==> src/sv/qee_pkg.sv <==
// Shared types, field widths and opcodes of the QUBO energy evaluator.
`timescale 1ns / 1ps

package qee_pkg;

   localparam int COEFF_W  = 32;  // Q16.16 coefficient
   localparam int CAND_W   = 18;  // candidate bit vector
   localparam int ENERGY_W = 40;  // Q24.16 energy
   localparam int OP_W     = 2;
   localparam int IDX_W    = 5;

   localparam logic [OP_W-1:0] OP_WRITE = 2'd0;
   localparam logic [OP_W-1:0] OP_ADD   = 2'd1;
   localparam logic [OP_W-1:0] OP_EVAL  = 2'd2;

   typedef struct packed {
      logic [OP_W-1:0]           op;
      logic [IDX_W-1:0]          row_index;
      logic [IDX_W-1:0]          col_index;
      logic signed [COEFF_W-1:0] coeff_value;
      logic [CAND_W-1:0]         candidate;
   } req_payload_type;

   typedef struct packed {
      logic signed [ENERGY_W-1:0] energy;
      logic [CAND_W-1:0]          candidate_echo;
   } rsp_payload_type;

   typedef logic signed [COEFF_W-1:0] csr_payload_type;

   // Travels with each coefficient row through the summing pipeline.
   typedef struct packed {
      logic valid;
      logic last;
      logic row_en;
   } row_tag_type;

endpackage

==> src/sv/qee_row_adder.sv <==
// Masked row sum: groups of four in the first stage, groups combined in the second.
`timescale 1ns / 1ps

module qee_row_adder import qee_pkg::*; #(
   parameter int NUM_VARS = 18,
   parameter int ROW_W = 38,
   localparam int ROW_BITS = NUM_VARS * COEFF_W
) (
   input  logic                     clock,
   input  logic                     reset,
   input  row_tag_type              in_tag,
   input  logic [ROW_BITS-1:0]      in_row,
   input  logic [NUM_VARS-1:0]      var_set,
   output row_tag_type              out_tag,
   output logic signed [ROW_W-1:0]  out_sum
);

   localparam int GRP_SIZE = 4;
   localparam int NUM_GRPS = (NUM_VARS + GRP_SIZE - 1) / GRP_SIZE;
   localparam int GRP_W    = COEFF_W + $clog2(GRP_SIZE);

   logic [NUM_VARS-1:0]     mask;
   logic signed [GRP_W-1:0] grp_in [NUM_GRPS];
   logic signed [GRP_W-1:0] grp_ff [NUM_GRPS];
   row_tag_type             tag1_ff;
   row_tag_type             tag2_ff;
   logic signed [ROW_W-1:0] sum_in;
   logic signed [ROW_W-1:0] sum_ff;

   assign mask = in_tag.row_en ? var_set : '0;

   always_comb begin
      for (int g = 0; g < NUM_GRPS; g++) begin
         grp_in[g] = '0;
         for (int k = 0; k < GRP_SIZE; k++) begin
            if (g * GRP_SIZE + k < NUM_VARS) begin
               if (mask[g * GRP_SIZE + k]) begin
                  grp_in[g] = grp_in[g]
                     + GRP_W'($signed(in_row[(g * GRP_SIZE + k) * COEFF_W +: COEFF_W]));
               end
            end
         end
      end
   end

   always_comb begin
      sum_in = '0;
      for (int g = 0; g < NUM_GRPS; g++) begin
         sum_in = sum_in + ROW_W'(grp_ff[g]);
      end
   end

   always_ff @(posedge clock) begin
      if (reset) begin
         tag1_ff <= '0;
         tag2_ff <= '0;
      end else begin
         tag1_ff <= in_tag;
         tag2_ff <= tag1_ff;
      end
   end

   always_ff @(posedge clock) begin
      grp_ff <= grp_in;
      sum_ff <= sum_in;
   end

   assign out_tag = tag2_ff;
   assign out_sum = sum_ff;

endmodule

==> config.mk <==
export PLATFORM = sky130hd
export DESIGN_NAME = qee_row_adder
export DESIGN_NICKNAME = d
export VERILOG_FILES = /design/src/sv/qee_pkg.sv /design/src/sv/qee_row_adder.sv
export SDC_FILE = /design/constraint.sdc
export NUM_CORES = 2
export LEC_CHECK = 0
export ABC_AREA = 0
export ABC_CLOCK_PERIOD_IN_PS = 11500
export BUFFER_PORTS_ARGS = -buffer_cell sky130_fd_sc_hd__buf_2
export CAP_MARGIN = 20
export CORE_MARGIN = 2
export CORE_UTILIZATION = 59
export DETAILED_ROUTE_END_ITERATION = 8
export GPL_ROUTABILITY_DRIVEN = 1
export GPL_TIMING_DRIVEN = 0
export PLACE_DENSITY_LB_ADDON = 0.05
export SLEW_MARGIN = 0
export SYNTH_ARGS = -nofsm -noshare
export SYNTH_HDL_FRONTEND = slang
export SYNTH_SLANG_ARGS = --single-unit
==> constraint.sdc <==
create_clock -name clock -period 11.5 [get_ports clock]
set_input_delay 2.3 -clock clock [delete_from_list [all_inputs] [get_ports clock]]
set_output_delay 2.3 -clock clock [all_outputs]
set_load 0.005 [all_outputs]
# --- Word-level counts from Yosys, hierarchy flattened ---
# Cells that the tools add are included.
classes:
  add_sub_neg: 17
  mul: 0
  div_mod_pow: 0
  n_lt_le_gt_ge: 0
  n_eq_ne: 0
  shifts: 0
  mux: 19
  bitwise_logic: 0
  n_reduce_logical: 0
op_table:
  columns: ["operator", "count"]
  rows:
  - ["$mux 34", 18]
  - ["$add 34x32->34", 13]
  - ["$add 37x34->38", 1]
  - ["$add 36x34->37", 1]
  - ["$add 35x34->36", 1]
  - ["$add 34x34->35", 1]
  - ["$mux 18", 1]
totals:
  reg_bits: 214
  latchBits: 0
  mem_bits_rw: 0
  mem_bits_ro: 0
  memories: 0

# --- Logic depth before layout (Yosys ltp) ---
depth:
  depth_word: 8
  mapped_depth: 44
  depth_no_buf: 40

# --- Least setup slack after synthesis ---
# Ideal clock, no wire load.
synth_timing:
  kind: "input to register"
  startpoint: "input port in_tag[0] in the netlist's numbering"
  endpoint: "register grp_ff[166] in the netlist's numbering"
  setup_time_ps: 121
  arrival_time_ps: 9521
  setup_slack_ps: 1859
  path_stages: 43
  path_buffers: 3
  path_cell_list: "buf_4 > buf_6 > and2_1 > buf_2 > nand2_1 > inv_1 > ha_1 > inv_1 > fa_1 > inv_1 > maj3_1 > a221o_1 > a41oi_2 > nor3_1 > a221oi_1 > xor2_1 > nor2_1 > a21oi_1 > [... 7 more ...] > o21ai_0 > nand2b_1 > a21o_1 > a21oi_1 > xnor2_1 > mux2_2 > ha_1 > a21o_1 > a21o_1 > a21oi_1 > o21a_1 > a31oi_1 > a211o_1 > a21o_1 > a21o_1 > a31oi_1 > xnor2_1 > mux2_2"
synth_lines:
  columns: ["element", "line_no", "rtl"]
  rows:
  - ["from (decl)", "qee_row_adder.sv:11", "input row_tag_type in_tag,"]
  - ["to (signal assigned)", "qee_row_adder.sv:64", "grp_ff <= grp_in;"]
  - ["to (decl)", "qee_row_adder.sv:24", "logic signed [GRP_W-1:0] grp_ff [NUM_GRPS];"]

==> summary.md <==
| Metric | Value |
|---|---|
| Outcome | finished clean |
| Vias in the first global route | approximately 35000 |
| Post-synthesis cell type count | 102 |
| Worst Path Class, Setup | input port to flop |
| Mean number of vias per cell | between 6 and 7 |
| Final hold vios | 0 |
| Synth Area in Simple Gates | 0.177 |
| Post-Synthesis Cells | 4557 |
| Gp weighted congestion | around 1.0 |
| Post-synth EDFFs | 0 |
| Register area share after synthesis | 0.123 |
| Relative slew margins | 0.275 |
| Compound-Gate Fraction of Synth Area | 0.286 |
| Hold/Removal Path Class | flop to flop |
| Flop pwr share | 0.176 |
| Largest net degree at the start of global routing | 20 |
| LEAKAGE | 20.3 nW |
| Worst Max-Slew Pin Slew | 1.09 ns |
| Main synth FF type | dfxtp_1 |
| Psw | just over 0.003 W |
| Final Cycle Share | 0.972 |
| Multiplexer area fraction after synthesis | 0.0340 |
| Ys Warns | 0 |
| All-Layer GR Usage | 0.406 |
| Chip Height | between 200 and 250 um |
| Post-Syn Area | between 30000 and 40000 um^2 |
| Power share of the combinational group | 0.697 |
| TNS Setup | 0 ns |
| Initial antenna violation count | between 50 and 60 |
| Fmax | 89.5 MHz |
| Max-slew violation count | 0 |
| Mapped Avg Cell Area | ~7.7 um^2 |
| Pwr per Cell Area | approximately 160 nW/um^2 |
| Critical Path Slowest Stage Cell | clkinv_1 |
| Max-cap viol count | 0 |
| Num CTS Buffers | 23 |
| Routed Antenna Nets | 0 |
| Post-synth ARST share | 0 |
| Layout Area Growth over Synthesis | 14.9% |
| H-tree Lvls | 1 |
| Pint | 0.00348 W |
| Critical path peak fanout | 19 |
| CTS Root Cell | clkbuf_16 |
| CTS tree | done |
| Syn Nets | between 5000 and 6000 |
| Post-Route WL | 131 mm |
| Post-Synth Adder-Cell Area | 0.230 |
| Worst Setup Start Kind | input port |
| Layout cells sized above 1 | 0.161 |
| First-pass GRT wire length | 192 mm |
| Initial Util | 0.594 |
| Worst stage delay on the critical path | between 0.8 and 0.9 ns |
| Routed len/inst | around 22 um |
| CP Buf/Inv Count | 6 |
| TritonCTS Sinks | 214 |
| Row count | 89 |
| Largest family of logic cells by synthesized area | compound AO/OA/AOI/OAI gates |
| XOR/XNOR share of the synthesized area | 0.108 |
| Sw Ratio | 0.466 |
| Crit path capture type | flop |
| Clock network fraction of design power | 0.128 |
| Clock Latency Late Sink | approximately 0.52 ns |
| Total power | about 0.0065 W |
| Total of flip-flops plus latches after synthesis | approximately 210 |
| Fin nets | 6364 |
| Routed via count | about 38000 |
| Critical Path AT | 11.59 ns |
| DRC | 0 |
| Worst-path clk slew | about 0.06 ns |
| Die Area | about 60000 um^2 |
| Commonest cells after routing, fill and taps aside | buf_2, nand2_1, ha_1 |
| Worst Clk Skew | roughly 0.017 ns |
| First-pass iteration count of the detailed router | 6 |
| CORE AREA | a little under 60000 um^2 |
| Top Ports | 640 |
| Cell family with most CP delay | compound AO/OA/AOI/OAI gates |
| Min Tclk post-route | 11.17 ns |
| Total grt overflow | 0 |
| Most common cell after layout, fill and taps aside | buf_2 |
| Iter 0 DRT Violations | 2977 |
| Max Root-Sink Buffers | 3 |
| Die Span X | between 200 and 250 um |
| WP data required | 11.91 ns |
| Fin util | 0.683 |
| VDD IR max | about 0.00021 V |
| Final Setup Violations | 0 |
| IO buf count | approximately 620 |
| Post-DP HPWL | roughly 110 mm |
-- sequential cells by signal (all words and copies together), names as in the netlist --
signal   flops
out_tag      3
grp_ff     170
out_sum     38
tag1_ff      3
-- synth_stat cells, types with 14 or more instances --
master / number / area share
o21ai_0: 283 / 0.041
nor2b_1: 73 / 0.013
ha_1: 442 / 0.16
o22ai_1: 52 / 0.0093
xor2_1: 167 / 0.042
mux2_2: 91 / 0.029
dfxtp_1: 214 / 0.12
o31ai_1: 29 / 0.0062
clkbuf_1: 132 / 0.014
o21bai_1: 60 / 0.013
nand2_1: 449 / 0.048
a41oi_1: 16 / 0.0040
o21a_1: 63 / 0.014
a21oi_1: 438 / 0.063
or3_1: 15 / 0.0027
maj3_1: 14 / 0.0040
o211ai_1: 32 / 0.0069
inv_1: 219 / 0.024
mux2i_1: 15 / 0.0043
a211o_1: 14 / 0.0035
a31oi_1: 63 / 0.011
a21o_1: 240 / 0.052
fa_1: 117 / 0.067
a221o_1: 14 / 0.0040
a211oi_1: 45 / 0.0097
and3_1: 125 / 0.022
nand4_1: 40 / 0.0072
buf_1: 15 / 0.0016
a21boi_0: 16 / 0.0034
xnor2_1: 265 / 0.066
a31o_2: 19 / 0.0048
nand2b_1: 53 / 0.0095
nand3_1: 86 / 0.012
nor2_1: 313 / 0.034
and2_1: 35 / 0.0063
nor3_1: 62 / 0.0089
-- worst paths after layout --
check,end,slack [ns],start,cells after the start
hold reg to reg,out_tag[0]$_SDFF_PP0_,0.43,tag1_ff[0]$_SDFF_PP0_,1
setup reg to reg,out_sum[36]$_DFF_P_,5.82,grp_ff[69]$_DFF_P_,17
setup / recovery,grp_ff[169]$_DFF_P_,0.33,in_tag[0],32
hold / removal,out_tag[0]$_SDFF_PP0_,0.43,tag1_ff[0]$_SDFF_PP0_,1
-- cells by family (layout without fill, tap and decap cells) --
family	Yosys count	in the layout
compound gates	1539	1539
xor+xnor	432	432
fa+ha+maj	575	575
buf+inv	381	1046
flops	214	214
mux	107	107
other cells	0	52
simple gates	1309	1309
-- layer usage --
metal	part of all wire	routed length (um)	GRT usage
met2	0.43	56200	0.631
met4	0.066	8600	0.242
met3	0.095	12500	0.0674
met1	0.41	53400	0.530
met5	0.0010	137	0
-- power groups by stage --
stage          sequential [W]  combinational (W)  clock, W
6_report              0.00114            0.00454  0.000834
5_1_grt               0.00115            0.00498  0.000871
4_1_cts               0.00113            0.00446  0.000833
3_5_place_dp          0.00115            0.00439         0
3_3_place_gp          0.00115            0.00429         0
2_1_floorplan         0.00107            0.00330         0
-- final cells by class --
cell class | instances | area (um^2)
clock inverters | 11 | 196
well taps | 773 | 967
repair buffers | 626 | 3230
fillers | 5352 | 18700
clock buffers | 30 | 652
inverters | 221 | 830
diodes | 52 | 130
flip-flops and latches | 214 | 4280
multi-input cells | 3962 | 29200
plain buffers | 158 | 643
-- worst reg2reg max path, stage by stage (launching register included) --
cell	delay, ns
dfxtp_1	0.51
fa_1	0.53
fa_1	0.51
inv_1	0.06
fa_1	0.41
inv_1	0.09
ha_1	0.23
a21o_1	0.19
a21o_1	0.21
a2111oi_0	0.66
o211ai_1	0.30
nand2_1	0.14
o22ai_1	0.16
o41ai_1	0.62
nor2_1	0.13
o31a_1	0.34
a311oi_1	0.33
xnor2_1	0.19
-- per-stage QoR --
stage | worst slack (ns) | instances | cell area (um^2) | hold slack, ns
6_report | 0.327 | 6047 | 40100 | 0.434
5_1_grt | -0.0290 | 6033 | 40100 | 0.470
4_1_cts | 0.0489 | 5995 | 40000 | 0.436
3_5_place_dp | -1.98 | 5956 | 39100 | 0.422
3_3_place_gp | -2.13 | 5948 | 39000 | 0.422
2_1_floorplan | 1.86 | 4557 | 35000 | 0.414
-- repair_timing --
item	CTS	global route
endpoints found under the setup margin	50	20
gates resized for setup	4	16
buffers inserted	0	0
hold buffers	0	0
No activity file was read; power rests on OpenSTA's default activity.
