$ cat config.mk
export PLATFORM = sky130hd
export DESIGN_NAME = qee_sequencer
export DESIGN_NICKNAME = d
export VERILOG_FILES = /design/src/sv/qee_pkg.sv /design/src/sv/qee_sequencer.sv
export SDC_FILE = /design/constraint.sdc
export NUM_CORES = 1
export LEC_CHECK = 0
export BUFFER_PORTS_ARGS = -buffer_cell sky130_fd_sc_hd__buf_4
export CAP_MARGIN = 20
export CORE_AREA = 2 2 539 541
export DETAILED_ROUTE_END_ITERATION = 16
export DIE_AREA = 0 0 541 543
export GPL_TIMING_DRIVEN = 0
export PLACE_DENSITY = 0.3
export RECOVER_POWER = 100
export SLEW_MARGIN = 20
export SYNTH_ARGS = -nofsm -noshare
export SYNTH_HDL_FRONTEND = slang
export SYNTH_SLANG_ARGS = --single-unit
$ cat constraint.sdc
create_clock -name clock -period 13.7 [get_ports clock]
set_clock_uncertainty 0.1 [all_clocks]
set_input_delay 0.685 -clock clock [delete_from_list [all_inputs] [get_ports clock]]
set_output_delay 0.685 -clock clock [all_outputs]
set_load 0.03 [all_outputs]
$ cat src/sv/qee_pkg.sv
// Shared types, field widths and opcodes of the QUBO energy evaluator.
`timescale 1ns / 1ps

package qee_pkg;

   localparam int COEFF_W  = 32;  // Q16.16 coefficient
   localparam int CAND_W   = 18;  // candidate bit vector
   localparam int ENERGY_W = 40;  // Q24.16 energy
   localparam int OP_W     = 2;
   localparam int IDX_W    = 5;

   localparam logic [OP_W-1:0] OP_WRITE = 2'd0;
   localparam logic [OP_W-1:0] OP_ADD   = 2'd1;
   localparam logic [OP_W-1:0] OP_EVAL  = 2'd2;

   typedef struct packed {
      logic [OP_W-1:0]           op;
      logic [IDX_W-1:0]          row_index;
      logic [IDX_W-1:0]          col_index;
      logic signed [COEFF_W-1:0] coeff_value;
      logic [CAND_W-1:0]         candidate;
   } req_payload_type;

   typedef struct packed {
      logic signed [ENERGY_W-1:0] energy;
      logic [CAND_W-1:0]          candidate_echo;
   } rsp_payload_type;

   typedef logic signed [COEFF_W-1:0] csr_payload_type;

   // Travels with each coefficient row through the summing pipeline.
   typedef struct packed {
      logic valid;
      logic last;
      logic row_en;
   } row_tag_type;

endpackage

$ cat src/sv/qee_sequencer.sv
// Control: coefficient read-modify-write, row sweep, accumulation and result register.
`timescale 1ns / 1ps

module qee_sequencer import qee_pkg::*; #(
   parameter int NUM_VARS = 18,
   parameter int ROW_W = 38,
   localparam int RIDX_W = $clog2(NUM_VARS),
   localparam int ROW_BITS = NUM_VARS * COEFF_W
) (
   input  logic                      clock,
   input  logic                      reset,
   input  logic                      req_valid,
   output logic                      req_ready,
   input  req_payload_type           req_data,
   output logic                      rsp_valid,
   input  logic                      rsp_ready,
   output rsp_payload_type           rsp_data,
   input  logic signed [COEFF_W-1:0] energy_offset,
   output logic                      mem_rd_en,
   output logic [RIDX_W-1:0]         mem_rd_addr,
   input  logic [ROW_BITS-1:0]       mem_rd_data,
   output logic                      mem_wr_en,
   output logic [RIDX_W-1:0]         mem_wr_addr,
   output logic [ROW_BITS-1:0]       mem_wr_data,
   output logic [NUM_VARS-1:0]       var_set,
   output row_tag_type               row_tag,
   input  row_tag_type               sum_tag,
   input  logic signed [ROW_W-1:0]   row_sum
);

   localparam int ACC_W = COEFF_W + $clog2(NUM_VARS * (NUM_VARS + 1) / 2 + 1) + 1;
   localparam int EXT_W = ((ACC_W > ENERGY_W) ? ACC_W : ENERGY_W) + 1;
   localparam logic signed [EXT_W-1:0] E_MAX = (EXT_W'(1) <<< (ENERGY_W - 1)) - EXT_W'(1);
   localparam logic signed [EXT_W-1:0] E_MIN = ~E_MAX;
   localparam logic [RIDX_W-1:0] LAST_ROW = RIDX_W'(NUM_VARS - 1);

   typedef enum logic [2:0] {
      ST_IDLE,
      ST_MODIFY,
      ST_ISSUE,
      ST_DRAIN,
      ST_FINISH
   } state_type;

   state_type                 state_ff, state_in;
   logic [RIDX_W-1:0]         row_ff, row_in;
   logic [RIDX_W-1:0]         col_ff, col_in;
   logic                      add_ff, add_in;
   logic signed [COEFF_W-1:0] val_ff, val_in;
   logic [CAND_W-1:0]         cand_ff, cand_in;
   logic signed [ACC_W-1:0]   acc_ff, acc_in;
   row_tag_type               tag_ff, tag_in;
   logic                      rsp_valid_ff, rsp_valid_in;
   rsp_payload_type           rsp_data_ff, rsp_data_in;

   logic                      accept;
   logic                      idx_ok;
   logic signed [COEFF_W-1:0] old_coeff;
   logic signed [COEFF_W:0]   add_sum;
   logic signed [COEFF_W-1:0] new_coeff;
   logic signed [EXT_W-1:0]   acc_ext;
   logic signed [EXT_W-1:0]   sat_ext;

   // variable i sits at candidate bit NUM_VARS-1-i; bits above the field read as zero
   for (genvar i = 0; i < NUM_VARS; i++) begin : g_var
      if (NUM_VARS - 1 - i < CAND_W) begin : g_in
         assign var_set[i] = cand_ff[NUM_VARS - 1 - i];
      end else begin : g_out
         assign var_set[i] = 1'b0;
      end
   end

   assign req_ready = (state_ff == ST_IDLE);
   assign accept    = req_valid && req_ready;
   assign idx_ok    = (int'(req_data.row_index) < NUM_VARS)
                   && (int'(req_data.col_index) < NUM_VARS)
                   && (req_data.row_index <= req_data.col_index);

   // entry update with 32-bit saturation on add
   always_comb begin
      old_coeff = $signed(mem_rd_data[col_ff * COEFF_W +: COEFF_W]);
      add_sum   = (COEFF_W + 1)'(old_coeff) + (COEFF_W + 1)'(val_ff);
      if (!add_ff) begin
         new_coeff = val_ff;
      end else if (add_sum[COEFF_W] != add_sum[COEFF_W-1]) begin
         new_coeff = add_sum[COEFF_W] ? {1'b1, {(COEFF_W-1){1'b0}}}
                                      : {1'b0, {(COEFF_W-1){1'b1}}};
      end else begin
         new_coeff = add_sum[COEFF_W-1:0];
      end
      mem_wr_data = mem_rd_data;
      mem_wr_data[col_ff * COEFF_W +: COEFF_W] = new_coeff;
   end

   assign mem_wr_addr = row_ff;

   always_comb begin
      acc_ext = EXT_W'(acc_ff);
      priority if (acc_ext > E_MAX) begin
         sat_ext = E_MAX;
      end else if (acc_ext < E_MIN) begin
         sat_ext = E_MIN;
      end else begin
         sat_ext = acc_ext;
      end
   end

   always_comb begin
      state_in     = state_ff;
      row_in       = row_ff;
      col_in       = col_ff;
      add_in       = add_ff;
      val_in       = val_ff;
      cand_in      = cand_ff;
      acc_in       = acc_ff;
      tag_in       = '0;
      rsp_valid_in = rsp_valid_ff && !rsp_ready;
      rsp_data_in  = rsp_data_ff;
      mem_rd_en    = 1'b0;
      mem_rd_addr  = row_ff;
      mem_wr_en    = 1'b0;

      if (sum_tag.valid) begin
         acc_in = acc_ff + ACC_W'(row_sum);
      end

      unique case (state_ff)
         ST_IDLE: begin
            if (accept) begin
               if (req_data.op == OP_EVAL) begin
                  cand_in  = req_data.candidate;
                  acc_in   = ACC_W'(energy_offset);
                  row_in   = '0;
                  state_in = ST_ISSUE;
               end else if ((req_data.op == OP_WRITE || req_data.op == OP_ADD) && idx_ok) begin
                  mem_rd_en   = 1'b1;
                  mem_rd_addr = req_data.row_index[RIDX_W-1:0];
                  row_in      = req_data.row_index[RIDX_W-1:0];
                  col_in      = req_data.col_index[RIDX_W-1:0];
                  add_in      = (req_data.op == OP_ADD);
                  val_in      = req_data.coeff_value;
                  state_in    = ST_MODIFY;
               end
            end
         end
         ST_MODIFY: begin
            mem_wr_en = 1'b1;
            state_in  = ST_IDLE;
         end
         ST_ISSUE: begin
            mem_rd_en     = 1'b1;
            tag_in.valid  = 1'b1;
            tag_in.row_en = var_set[row_ff];
            tag_in.last   = (row_ff == LAST_ROW);
            if (row_ff == LAST_ROW) begin
               state_in = ST_DRAIN;
            end else begin
               row_in = row_ff + RIDX_W'(1);
            end
         end
         ST_DRAIN: begin
            if (sum_tag.valid && sum_tag.last) begin
               state_in = ST_FINISH;
            end
         end
         ST_FINISH: begin
            if (!rsp_valid_ff || rsp_ready) begin
               rsp_valid_in               = 1'b1;
               rsp_data_in.energy         = sat_ext[ENERGY_W-1:0];
               rsp_data_in.candidate_echo = cand_ff;
               state_in                   = ST_IDLE;
            end
         end
         default: begin
            state_in = ST_IDLE;
         end
      endcase
   end

   always_ff @(posedge clock) begin
      if (reset) begin
         state_ff     <= ST_IDLE;
         tag_ff       <= '0;
         rsp_valid_ff <= 1'b0;
      end else begin
         state_ff     <= state_in;
         tag_ff       <= tag_in;
         rsp_valid_ff <= rsp_valid_in;
      end
      row_ff      <= row_in;
      col_ff      <= col_in;
      add_ff      <= add_in;
      val_ff      <= val_in;
      cand_ff     <= cand_in;
      acc_ff      <= acc_in;
      rsp_data_ff <= rsp_data_in;
   end

   assign row_tag   = tag_ff;
   assign rsp_valid = rsp_valid_ff;
   assign rsp_data  = rsp_data_ff;

endmodule

After elaboration in Yosys (flattened, before gate mapping)
Cells that the tools add are included.
{"block": "totals", "ff_bits": 167, "latch_bits": 0, "ramBits": 0, "romBits": 0, "memories": 0}
{"block": "classes", "add_sub_neg": 4, "mul": 0, "div_mod_pow": 0, "n_lt_le_gt_ge": 6, "n_eq_ne": 14, "shift": 3, "muxes": 34, "bitwise_logic": 2, "reduce_logical": 19}
{"op": "576-bit bitwise mux", "count": 1}
{"op": "32-bit by 34-bit variable shift with 576-bit output, first input constant", "count": 1}
{"op": "32-bit by 34-bit variable part select with 576-bit output", "count": 1}
{"op": "576-bit by 11-bit variable part select with 32-bit output", "count": 1}
{"op": "41-bit two-way mux", "count": 4}
{"op": "32-bit two-way mux", "count": 3}
{"op": "41-bit by 38-bit adder with 41-bit output", "count": 1}
{"op": "41-bit by 40-bit greater-than comparator with 1-bit output, second input constant", "count": 1}
{"op": "41-bit by 40-bit less-than comparator with 1-bit output, second input constant", "count": 1}
{"op": "40-bit two-way mux", "count": 1}
{"op": "5-bit two-way mux", "count": 7}
{"op": "10-bit negator with 34-bit output", "count": 1}
{"op": "32-bit by 32-bit adder with 33-bit output", "count": 1}
{"op": "3-bit two-way mux", "count": 7}
{"op": "3-bit one-hot mux with 4 select lines", "count": 1}
{"op": "5-bit less-than comparator, second input constant", "count": 2}
{"op": "5-bit one-hot mux with 2 select lines", "count": 1}
{"op": "2-bit != test, second input constant", "count": 4}
{"op": "1-bit two-way mux", "count": 7}
{"op": "3-bit by 2-bit equality test with 1-bit output, second input constant", "count": 2}
{"op": "1-bit logical AND", "count": 6}
{"op": "5-bit by 6-bit less-than comparator with 1-bit output, second input constant", "count": 1}
{"op": "3-bit AND reduction", "count": 2}
{"op": "5-bit by 1-bit adder with 5-bit output, second input constant", "count": 1}
{"op": "other kinds (21)", "count": 24}

Longest topological paths before layout
{"block": "logic_depth", "word_depth": 8, "ltp_mapped": 21}

Least setup slack after synthesis
Ideal clock, no wire load.
{"block": "synth_path", "kind": "register -> output", "start": "reg col_ff[0]", "end": "out mem_wr_data[260]", "t_arrival_ns": 5.749, "required_ns": 12.915, "setup_slack_ns": 7.166, "path_stages_with_launch": 21, "n_path_buf": 5, "path_cell_list": "edfxtp_1 > buf_2 > buf_1 > buf_1 > mux4_2 > mux2i_1 > o22a_1 > o21ai_0 > ha_1 > fa_1 > a211oi_1 > o211ai_1 > a21boi_1 > a2111oi_2 > nor2_1 > o21ai_2 > and3_1 > or4_4 > buf_6 > buf_6 > o21ai_1"}
{"block": "synth_between", "elab_chain_len": 7, "word_cells_on_any_way": 10}
{"element": "from (decl)", "line": "qee_sequencer.sv:47", "rtl": "logic [RIDX_W-1:0] col_ff, col_in;"}
{"element": "from (signal assigned)", "line": "qee_sequencer.sv:191", "rtl": "col_ff <= col_in;"}
{"element": "576-bit by 11-bit variable part select with 32-bit output", "line": "qee_sequencer.sv:81", "rtl": "old_coeff = $signed(mem_rd_data[col_ff * COEFF_W +: COEFF_W]);"}
{"element": "32-bit by 32-bit adder with 33-bit output", "line": "qee_sequencer.sv:82", "rtl": "add_sum = (COEFF_W + 1)'(old_coeff) + (COEFF_W + 1)'(val_ff);"}
{"element": "32-bit two-way mux / 1-bit != test (equally long branches)", "line": "qee_sequencer.sv:86, qee_sequencer.sv:85"}
{"element": "32-bit two-way mux", "line": "qee_sequencer.sv:85", "rtl": "end else if (add_sum[COEFF_W] != add_sum[COEFF_W-1]) begin"}
{"element": "32-bit two-way mux", "line": "qee_sequencer.sv:83", "rtl": "if (!add_ff) begin"}
{"element": "32-bit by 34-bit variable part select with 576-bit output", "line": "qee_sequencer.sv:92", "rtl": "mem_wr_data[col_ff * COEFF_W +: COEFF_W] = new_coeff;"}
{"element": "576-bit bitwise mux (*)", "line": "qee_sequencer.sv:92"}
{"element": "to (decl)", "line": "qee_sequencer.sv:24", "rtl": "output logic [ROW_BITS-1:0] mem_wr_data,"}
Every way passes the cells marked *; elsewhere a longest branch is shown, timed or not.

Final worst setup path
{"block": "layout_path", "start": "reg col_ff[0]", "end": "out mem_wr_data[432]"}
Same word-level chain as after synthesis.

==> metrics.sh <==
SETUP_TNS_NS=0
POST_LAYOUT_NONFILLER_INSTANCES=8222
CRITPATHLAUNCH='col_ff[0]'
DOMINANTREGCELLSYNTH='edfxtp_1'
POWERDENSITY_mW_PER_MM2=92.8
FINISH.NET_COUNT=5194
CTS.ROOT.BUFFER_CELL='clkbuf_16'
SYNTH_AREA_LEADERS='edfxtp_1 (16%), mux4_2 (13%), o21ai_0 (10%), nand2_1 (9.3%), mux2i_1 (5.2%)'
CRITICAL-PATH-TOP-CELL-BY-COUNT='buf_2'
LAYOUT_COMMONEST_CELL='buf_4'
YOSYS_WARNINGS=0
CRIT_CHAIN='buf_2 > buf_2 > buf_2 > clkbuf_1 > clkbuf_1 > mux2i_1 > o21ai_0 > ha_1 > a211oi_1 > o21ai_1 > a31oi_1 > o21a_1 > o311ai_4 > o21ai_0 > o211ai_1 > a31oi_1 > buf_2 > mux2_2 > buf_4'
FLOORPLAN.INITIALDENSITY=0.0781
LARGEST_NET_DEGREE_AT_THE_START_OF_GLOBAL_ROUTING=30
MAPPEDNETLISTNETS=3748
FINAL_AREA_SQ_MM=0.0371
POSTCTSSETUPREPAIRBUFS=0
GR-TOTAL-OVERFLOW=0
WIDTH_OF_THE_CHIP_MICRONS=541
GRT_SETUP_UNREPAIRED='no'
CLK_PIN_SLEW_WORST_PATHS_NS=0.10
ANT_NETS=0
POST_SYNTH_NUM_CELL_TYPES=90
POWER.STATIC_LEAKAGE_nW=14.7
CLOCK_TREE_FROM_TRITONCTS='built'
WORSTSETUPENDPOINT='mem_wr_data[432]'
FIRST_GLOBAL_VIAS=34300
NUMBER_OF_ANTENNA_VIOLATIONS_AT_THE_FIRST_CHECK_IN_GLOBAL_ROUTING=109
VIOLATED_CHECKS='capacitance limit, slew limit'
TIMING.FINAL.MAX_SLEW_VIOLATIONS=127
PEAKVDDDROP_mV=0.0868
GRT_PASS1_WL_MM=428
NUM_ROWS=197
AREA_OF_THE_MAPPED_NETLIST_SQ_MM=0.0225
CRIT_FANOUT=11
CTS_BUFFERS=17
MAX_CAP_VIOLATIONS=10
SYNTHDOMINANTCELLAREASHARE=0.159
RR_ENDPOINT='val_ff[18]'
REPORT.FINAL.SETUP_VIOL=0
SYN_AVG_CELL_AREA_SQ_UM=7.61
WORSTSETUPPATHTYPE='flip-flop to output pin'
END_KIND='output pin'
DRT-VIAS-PER-INSTANCE=4.20
PLACE_AREA_SQ_MM=0.0387
CRIT_PATH_DAT_NS=11.70
DESIGN.CORE.AREA_SQ_MM=0.287
POSTCTSRESIZEDCELLS=0
SYNTH_EDF_COUNT=119
INITIALDRTVIOLATIONCOUNT=3691
FLOORPLAN.DIE_AREA_SQ_MM=0.294
SYNTH_SEQ_AREA_SHARE=0.202
TIMING.FINAL.HOLD_VIOLATIONS=0
TIMING.CRITICAL_PATH.FROM_TYPE='flip-flop'
FINAL_MIN_PERIOD_OVER_CLOCK_PERIOD=0.912
ROUTED_WL_MM=352
HOLD_CLASS='primary input to flip-flop'
TIGHTESTPINTRANSITION_NS=2.03
CRITPATHSLOWESTCELL='a31oi_1'
CLOCK_TREE_SINKS=167
WORST_REG2REG_STARTPOINT='state_ff[0]'
WL_PER_CELL_MICRONS=42.8
REQUIRED_TIME_OF_THE_WORST_SETUP_PATH_NS=12.91
TOTAL_TRACK_USAGE=0.229
MAX_CLOCK_FREQ_GHz=0.0801
COUNT_OF_VIAS_PLACED_BY_THE_DETAILED_ROUTER=34500
TIMING.SLEW.HEADROOM=-0.359
HOLD-PATH-CELL-COUNT=1
AREA_GROWTH_SYN_TO_LAYOUT_PCT=65.0
CLKLATENCYLATEPIN_NS=0.51
SYNTH-ASYNC-RESET-RATIO=0
RR_WORST_DEPTH=6
CLOCK_PATH_BUFFERS=2
FINAL.MIN_CLOCK_PERIOD_NS=12.49
YS_FF_LATCH=167
IO_BUFFERS=1382
CTS.HOLD.BUFFERS_ADDED=0
DRIVE_GT1_FRAC=0.271
PIN_COUNT=1384
R2R_SETUP_SLACK_NS=8.98
MOSTFREQUENTLAYOUTCELLS='buf_4 (808), clkbuf_1 (697), nand2_1 (554)'
DIE_HEIGHT_MICRONS=543
NUMBER_OF_H_TREE_BRANCHING_LEVELS=4
DP.CELLS=8158
DRC_ERRORS=0
GP_CONGESTION=1.01
NETLIST_INSTANCES=2950
CPPEAKSTAGEDELAY_NS=1.60
SYNTH_TOP_AREA_CELL='edfxtp_1'
STATUS='finished, violations left'
DP.FINAL_HPWL_MM=314
DRT-PASS1-ITER-COUNT=5
[cell usage after synthesis, types with 11 or more instances]
master	number
nand2_1	555
o21ai_0	465
nor2_1	251
clkbuf_1	183
mux4_2	132
a21oi_1	130
a31oi_1	119
edfxtp_1	119
mux2i_1	116
ha_1	81
o21ai_1	70
nor3_1	50
dfxtp_1	48
maj3_1	42
inv_1	41
a21o_1	38
nand3_1	38
mux2_2	37
buf_1	30
xnor2_1	30
buf_2	27
xor2_1	27
o22a_1	26
and3_1	22
a211oi_1	16
nand2b_1	16
nand4_1	15
o211ai_1	14
nor2b_1	13
or3_1	13
o22ai_1	12
or2_2	12
o221ai_1	11
[cell type report]
cell class / instances / area, sq um
diodes: 32 / 80.1
plain buffers: 242 / 1010
clock buffers: 17 / 425
clock inverters: 15 / 211
fillers: 33900 / 250000
inverters: 43 / 161
multi-input cells: 2498 / 16800
flip-flops and latches: 167 / 4530
well taps: 3781 / 4730
repair buffers: 1427 / 9070
[registers in the layout (all words and copies together) (netlist names), 3 cells and up]
register	flops
acc_ff	41
cand_ff	18
row_tag	3
val_ff	32
state_ff	3
col_ff	5
mem_wr_addr	5
rsp_data	58
[logic make-up (layout without fill, tap and decap cells)]
group / after synthesis / count (layout) / share of synthesized area
compound gates: 1002 / 1002 / 0.264
xor+xnor: 57 / 57 / 0.0222
fa+ha+maj: 125 / 125 / 0.0656
buf+inv: 285 / 1744 / 0.0498
flops: 167 / 167 / 0.202
mux: 285 / 285 / 0.203
other cells: 0 / 32 / 0
simple gates: 1029 / 1029 / 0.194
[worst max-delay path, delay by kind of cell, from the launching register on]
kind,cells,cell delay (ns)
mux,2,0.50
fa+ha+maj,1,0.38
buf+inv,7,4.60
flops,1,0.61
compound gates,9,4.95
[worst min path at each step]
stage                 startpoint      endpoint  slack [ns]
floorplan             acc_ff[40]  rsp_data[57]        0.38
global placement      cand_ff[1]   rsp_data[1]        0.40
detailed placement    cand_ff[1]   rsp_data[1]        0.39
CTS                 req_data[37]    val_ff[19]        0.18
global route        req_data[29]    val_ff[11]        0.23
finish              req_data[40]    val_ff[22]        0.26
[layer usage]
layer / vias to the layer above / wire (microns) / global-route usage
met2: 2083 / 168000 / 0.395
li1: 13900 / - / -
met1: 17900 / 136000 / 0.263
met5: - / 675 / 0
met3: 478 / 29300 / 0.0684
met4: 102 / 17400 / 0.0901
[power breakdown]
| group | internal (mW) | switching, mW |
|---|---|---|
| clock | 0.255 | 0.304 |
| sequential | 0.644 | 0.0857 |
| combinational | 0.712 | 1.44 |
| total | 1.61 | 1.83 |
[metrics by stage]
stage	hold slack, ns	worst slack, ns	total power [mW]	utilization
floorplan	0.382	7.17	1.86	-
global placement	0.399	-0.343	2.94	0.131
detailed placement	0.394	2.83	2.95	0.135
CTS	0.180	2.23	3.55	0.137
global route	0.225	1.10	3.60	0.129
finish	0.264	1.21	3.44	0.129
No activity file was read; power rests on OpenSTA's default activity.
